--- config.mk ---
export PLATFORM = sky130hd
export DESIGN_NAME = swlf_cell
export DESIGN_NICKNAME = d
export VERILOG_FILES = /design/src/rtl/swlf_pkg.sv /design/src/rtl/swlf_cell.sv
export SDC_FILE = /design/constraint.sdc
export NUM_CORES = 1
export LEC_CHECK = 0
export BUFFER_PORTS_ARGS = -buffer_cell sky130_fd_sc_hd__clkbuf_2
export CAP_MARGIN = 20
export CORE_MARGIN = 1
export CORE_UTILIZATION = 58
export DETAILED_ROUTE_END_ITERATION = 10
export GPL_TIMING_DRIVEN = 1
export PLACE_DENSITY = 0.87
export SYNTH_ARGS = -nofsm -noshare
export SYNTH_HDL_FRONTEND = slang
export SYNTH_SLANG_ARGS = --single-unit
--- constraint.sdc ---
create_clock -name i_clk -period 4.4 [get_ports i_clk]
set_clock_uncertainty 0.05 [all_clocks]
set_input_delay 0.44 -clock i_clk [delete_from_list [all_inputs] [get_ports i_clk]]
set_output_delay 0.44 -clock i_clk [all_outputs]
set_load 0.05 [all_outputs]
--- src/rtl/swlf_pkg.sv ---
// ----------------------------------------------------------------------------
// swlf_pkg
// Shared types and constants for the sliding window line fit unit.
// ----------------------------------------------------------------------------
`default_nettype none

package swlf_pkg;

    localparam int DEPTH       = 8;       // window points
    localparam int NSTG        = 8;       // fit stages after the window
    localparam int SLOPE_W     = 18;
    localparam int ICEPT_W     = 34;
    localparam int OUT_FIELD_W = 2 * SLOPE_W + 2 * ICEPT_W + 1;
    localparam int OUT_TDATA_W = ((OUT_FIELD_W + 7) / 8) * 8;

    localparam int    SLOPE_DIV = 21;                 // 84 / 4, after the Q8 shift
    localparam int    T_OFS2    = 9;                  // 2 * 4.5
    localparam int    SLOPE_LIM = 100000;
    localparam longint ICEPT_LIM = 64'sd8589934591;

    typedef logic [2:0] t_dir;

    localparam t_dir DIR_FLAT     = 3'd0;
    localparam t_dir DIR_UP_RIGHT = 3'd1;
    localparam t_dir DIR_UP_LEFT  = 3'd2;
    localparam t_dir DIR_DN_LEFT  = 3'd3;
    localparam t_dir DIR_DN_RIGHT = 3'd4;

endpackage

`default_nettype wire

--- src/rtl/swlf_cell.sv ---
// ----------------------------------------------------------------------------
// swlf_cell
// One window point: holds (x, y), shifts to the older neighbor, gives its
// weighted terms and the direction of the step from it to the newer point.
// ----------------------------------------------------------------------------
`default_nettype none

module swlf_cell #(
    parameter int W = 11,
    parameter int K = 7
) (
    input  logic                 i_clk,
    input  logic                 i_rst_n,
    input  logic                 i_shift,
    input  logic [W-1:0]         i_x,
    input  logic [W-1:0]         i_y,
    output logic [W-1:0]         o_x,
    output logic [W-1:0]         o_y,
    output logic signed [W+3:0]  o_term_x,
    output logic signed [W+3:0]  o_term_y,
    output swlf_pkg::t_dir       o_dir
);
    import swlf_pkg::*;

    logic [W-1:0] r_x;
    logic [W-1:0] r_y;

    always_ff @(posedge i_clk) begin
        if (!i_rst_n) begin
            r_x <= '0;
            r_y <= '0;
        end else if (i_shift) begin
            r_x <= i_x;
            r_y <= i_y;
        end
    end

    assign o_x = r_x;
    assign o_y = r_y;

    assign o_term_x = (W+4)'(K) * (W+4)'($signed({1'b0, r_x}));
    assign o_term_y = (W+4)'(K) * (W+4)'($signed({1'b0, r_y}));

    // step from this (older) point to the newer neighbor on i_x / i_y
    always_comb begin
        if (i_x > r_x && i_y > r_y) begin
            o_dir = DIR_UP_RIGHT;
        end else if (i_x < r_x && i_y > r_y) begin
            o_dir = DIR_UP_LEFT;
        end else if (i_x < r_x && i_y < r_y) begin
            o_dir = DIR_DN_LEFT;
        end else if (i_x > r_x && i_y < r_y) begin
            o_dir = DIR_DN_RIGHT;
        end else begin
            o_dir = DIR_FLAT;
        end
    end

endmodule

`default_nettype wire

## Word level (Yosys, flattened, before mapping)

Index checks and enable logic that the tools add are counted.

| storage, ports and cells | value |
|---|---|
| register bits after elaboration | 22 |
| input bits | 25 |
| output and inout bits | 55 |
| word-level logic and storage cells | 16 |

| cells by class | value |
|---|---|
| $mul | 2 |
| order comparisons | 4 |
| mux-type cells | 4 |
| reductions and logical operators | 4 |

Operators with widths:

| cell | count |
|---|---|
| multiplier 3 x 11 -> 14 bit (first input constant) | 2 |
| greater-than comparator 11 bit | 2 |
| less-than comparator 11 bit | 2 |
| 2-to-1 mux 3 bit | 4 |
| logical AND 1 bit | 4 |

## Depth between registers and ports, before layout

| depth | value |
|---|---|
| depth after elaboration | 6 |
| depth in mapped cells | 8 |

## Least setup slack after synthesis

Ideal clock, no wire load.

| path | value |
|---|---|
| path kind | flip-flop to output port |
| start | register r_y[2], in the netlist o_y[2] |
| end | output port o_term_y[10] |
| arrival time | 3.518 ns |
| required time | 3.910 ns |
| slack | 0.392 ns |
| cell stages (with the launch flop) | 9 |
| path buffers | 0 |
| path through | dfxtp_1 > fa_1 > ha_1 > fa_1 > a211o_1 > a21oi_1 > nor2b_1 > o41a_1 > xor2_1 |

| on the way | value |
|---|---|
| longest elaborated chain between the ends | 1 |

RTL lines:

| element | RTL line | source |
|---|---|---|
| from (decl) | swlf_cell.sv:26 | `logic [W-1:0] r_y;` |
| from (signal assigned) | swlf_cell.sv:34 | `r_y <= i_y;` |
| multiplier 3 x 11 -> 14 bit | swlf_cell.sv:42 | `assign o_term_y = (W+4)'(K) * (W+4)'($signed({1'b0, r_y}));` |
| to (decl) | swlf_cell.sv:20 | `output logic signed [W+3:0] o_term_y,` |

Every way passes these cells.

## Worst setup path after layout

| path | value |
|---|---|
| start | register r_x[2], in the netlist o_x[2] |
| end | output port o_term_x[12] |

| on the way | value |
|---|---|
| longest elaborated chain between the ends | 1 |

RTL lines:

| element | RTL line | source |
|---|---|---|
| from (decl) | swlf_cell.sv:25 | `logic [W-1:0] r_x;` |
| from (signal assigned) | swlf_cell.sv:33 | `r_x <= i_x;` |
| multiplier 3 x 11 -> 14 bit | swlf_cell.sv:41 | `assign o_term_x = (W+4)'(K) * (W+4)'($signed({1'b0, r_x}));` |
| to (decl) | swlf_cell.sv:19 | `output logic signed [W+3:0] o_term_x,` |

Every way passes these cells.

==> impl_metrics.py <==
metrics = {
    "outcome": {
        "status": "finished, final reports clean",
    },
    "power_and_ir_drop": {
        "p_sw_share_pct": 53.3,
        "p_comb_share_pct": 62.5,
        "pwr-share-clk_pct": 12.7,
        "p_seq_share_pct": 24.8,
        "power.static_leakage_nw": 1.80,
        "powerDensity_nw_per_um2": 289,
        "power_mw": 0.961,
        "max-vdd-ir-drop_v": 0.000187,
        "internal_power_mw": 0.449,
        "switchingPower_mw": 0.513,
    },
    "global_routing": {
        "antenna_found_initial": 0,
        "grtUsageTotal_pct": 23.5,
        "grt_pass1_wl_um": 9940,
        "first_global_vias": 2323,
        "grt-ovfl-total": 0,
        "grt_max_degree": 23,
    },
    "timing": {
        "final-max-slew-violation-count": 0,
        "period_share_pct": 89.0,
        "fin_ws_ns": 0.484,
        "rsz0062_at_grt": "no",
        "tightest_slew_ns": 0.761,
        "period_needed_ns": 3.92,
        "fmax_mhz": 255,
        "fin_tns_setup_ns": 0,
        "holdWs_ns": 0.412,
        "finalSetupViolCount": 0,
        "hold_viol_final": 0,
        "slew_headroom_pct": 49.2,
    },
    "logic_synthesis": {
        "synthAdderAreaFrac_pct": 36.1,
        "synth_top_family_by_area": "adder cells",
        "synth_compound_area_share_pct": 15.7,
        "async_flop_share_pct": 0,
        "synth_xor_area_share_pct": 3.95,
        "ys.flop_type": "dfxtp_1",
        "synth_top_area_share_pct": 20.9,
        "synthTopCellsByArea": "ha_1, dfxtp_1, fa_1",
        "synth-simple-area-share_pct": 14.2,
        "ys_warn_count": 0,
        "synth_top_cell_by_area": "ha_1",
        "synth_area_um2": 2880,
        "synthMuxAreaShare_pct": 8.34,
        "ys_seq_area_share_pct": 15.3,
        "postSynthAreaPerCell_um2": 9.20,
        "synthDistinctLibCells": 48,
        "ys_ff_latch": 22,
        "synthCells": 313,
        "synth_edf_count": 0,
    },
    "die": {
        "start_util_pct": 60.6,
        "die_x_um": 72.5,
        "rows": 25,
        "io_pins": 80,
        "die_area_um2": 5250,
        "coreArea_um2": 4750,
        "die_h_um": 72.5,
    },
    "setup_path": {
        "endpoint_kind": "output port",
        "r2r-start": "o_y[3]$_SDFFE_PN0P_",
        "crit_top_cell": "fa_1",
        "cp_slowest_cell": "a2111oi_0",
        "worstSetupStartpoint": "o_x[2]$_SDFFE_PN0P_",
        "slowest_delay_ns": 0.50,
        "reg2reg_depth": 2,
        "path_cells": "fa_1 -> ha_1 -> fa_1 -> a21o_1 -> a2111oi_0 -> o21ai_0 -> a21oi_1 -> xnor2_1 -> clkbuf_2",
        "r2r_end": "o_y[3]$_SDFFE_PN0P_",
        "cp-start-kind": "register",
        "critPathArrivalTime_ns": 3.43,
        "required_ns": 3.91,
        "path_max_fanout": 6,
        "critical_path_class": "register to output port",
        "crit_end": "o_term_x[12]",
        "regToRegSetupSlack_ns": 3.47,
    },
    "route": {
        "drt_first_iter_violations": 140,
        "drt-pass1-iter-count": 5,
        "drc": 0,
        "antenna_left": 0,
        "vias_per_cell": 5.56,
        "wirelength_um": 6080,
        "wl_per_cell_um": 13.5,
        "vias": 2498,
    },
    "min_path": {
        "hold_class": "primary input to register",
    },
    "cells_and_area": {
        "postLayoutCoreUtil_pct": 69.9,
        "synthToLayoutAreaGrowth_pct": 15.4,
        "layout_common_cells": "clkbuf_2, ha_1, inv_1",
        "final_common_cell": "clkbuf_2",
        "drive_gt1_share_pct": 22.3,
        "num_antenna_cells": 0,
        "fin_nets": 479,
    },
    "placed_design": {
        "dpl_worst_slack_ns": 0.809,
        "routabilityCongestion": 0.836,
        "dp_hpwl_um": 5000,
        "portBuffers": 77,
    },
    "clock_network": {
        "post_cts_resized": 0,
        "clkSinkCount": 22,
        "htree_levels": 1,
        "clock_path_buffers": 2,
        "cts_root_buf": "clkbuf_8",
        "clk_latency_ns": 0.26,
        "path_clk_slew_ns": 0.07,
        "cts_buffers": 3,
        "postCtsSetupRepairBufs": 0,
        "cts_tree": "done",
        "ctsHoldBuffers": 0,
    },
    "run": {
        "cap_violations": 0,
    },
}
-- cells by family (layout without fill, tap and decap cells) --
| logic type | count (synthesis) | in the layout |
|---|---|---|
| muxes | 24 | 24 |
| xor gates and xnor gates | 13 | 13 |
| AOI/OAI and AO/OA | 67 | 67 |
| other | 1 | 2 |
| and+or+nand+nor | 75 | 75 |
| adders and majority gates | 70 | 70 |
| DFF | 22 | 22 |
| buffers and inverters | 41 | 109 |
-- power groups by stage --
stage / Sequential (mW) / Combinational (mW) / Clock, mW
final: 0.239 / 0.600 / 0.122
after global routing: 0.242 / 0.649 / 0.130
after CTS: 0.239 / 0.602 / 0.124
after detailed placement: 0.244 / 0.600 / 0
after global placement: 0.242 / 0.585 / 0
after floorplan: 0.280 / 0.449 / 0
-- Yosys cell counts (2+ instances only) --
library cell and n:
ha_1 48, inv_1 29, nor2b_1 25, mux2i_1 24
dfxtp_1 22, fa_1 22, a21oi_1 19, nand2_1 13
nor2_1 11, o21ai_0 11, a21o_1 9, xnor2_1 8
nand3_1 6, clkbuf_1 5, nor3_1 5, xor2_1 5
buf_4 4, a211oi_1 3, and3_1 3, o211ai_1 3
o21a_1 3, a211o_1 2, a221oi_1 2, a311o_1 2
and4_1 2, buf_2 2, nand4_1 2, o21bai_1 2
o2bb2ai_1 2
-- worst min-delay path by stage --
stage | start | to | slack (ns) | cells after the start
3_3_place_gp | o_y[0]$_SDFFE_PN0P_ | o_y[0]$_SDFFE_PN0P_ | 0.55 | 2
3_5_place_dp | o_y[0]$_SDFFE_PN0P_ | o_y[0]$_SDFFE_PN0P_ | 0.57 | 2
5_1_grt | i_x[8] | o_x[8]$_SDFFE_PN0P_ | 0.43 | 3
4_1_cts | i_x[6] | o_x[6]$_SDFFE_PN0P_ | 0.41 | 3
6_report | i_x[9] | o_x[9]$_SDFFE_PN0P_ | 0.41 | 3
2_1_floorplan | i_rst_n | o_y[3]$_SDFFE_PN0P_ | 0.52 | 1
-- registers in the layout, indices dropped and copies added (netlist names) --
register / cells
o_x: 11
o_y: 11
-- per-stage QoR --
step	std cells	instance area [µm²]
floorplan	314	2880
global placement	446	3280
detailed placement	446	3280
CTS	449	3320
global route	449	3320
finish	449	3320
-- cell type report --
type,count,area [µm²]
Tap cell,67,83.8
Inverter,29,109
Sequential cell,22,440
Clock buffer,3,41.3
Timing Repair Buffer,77,385
Fill cell,398,1430
Multi-Input combinational cell,251,2260
-- critical path: cells and delay by family (launching register included) --
kind,cells,cell delay (ns)
AOI/OAI and AO/OA,4,1.11
adders and majority gates,3,1.10
DFF,1,0.49
buffers and inverters,1,0.31
xor gates and xnor gates,1,0.16
-- per-layer routing --
metal | global-route usage (%) | part of all wire, % | up-vias
met4 | 2.83 | 0.97 | 0
met3 | 3.33 | 4.1 | 7
met1 | 29.0 | 46 | 1192
met2 | 44.2 | 49 | 65
met5 | 0 | 0 | -
li1 | - | - | 1234
No activity file was read; power rests on OpenSTA's default activity.
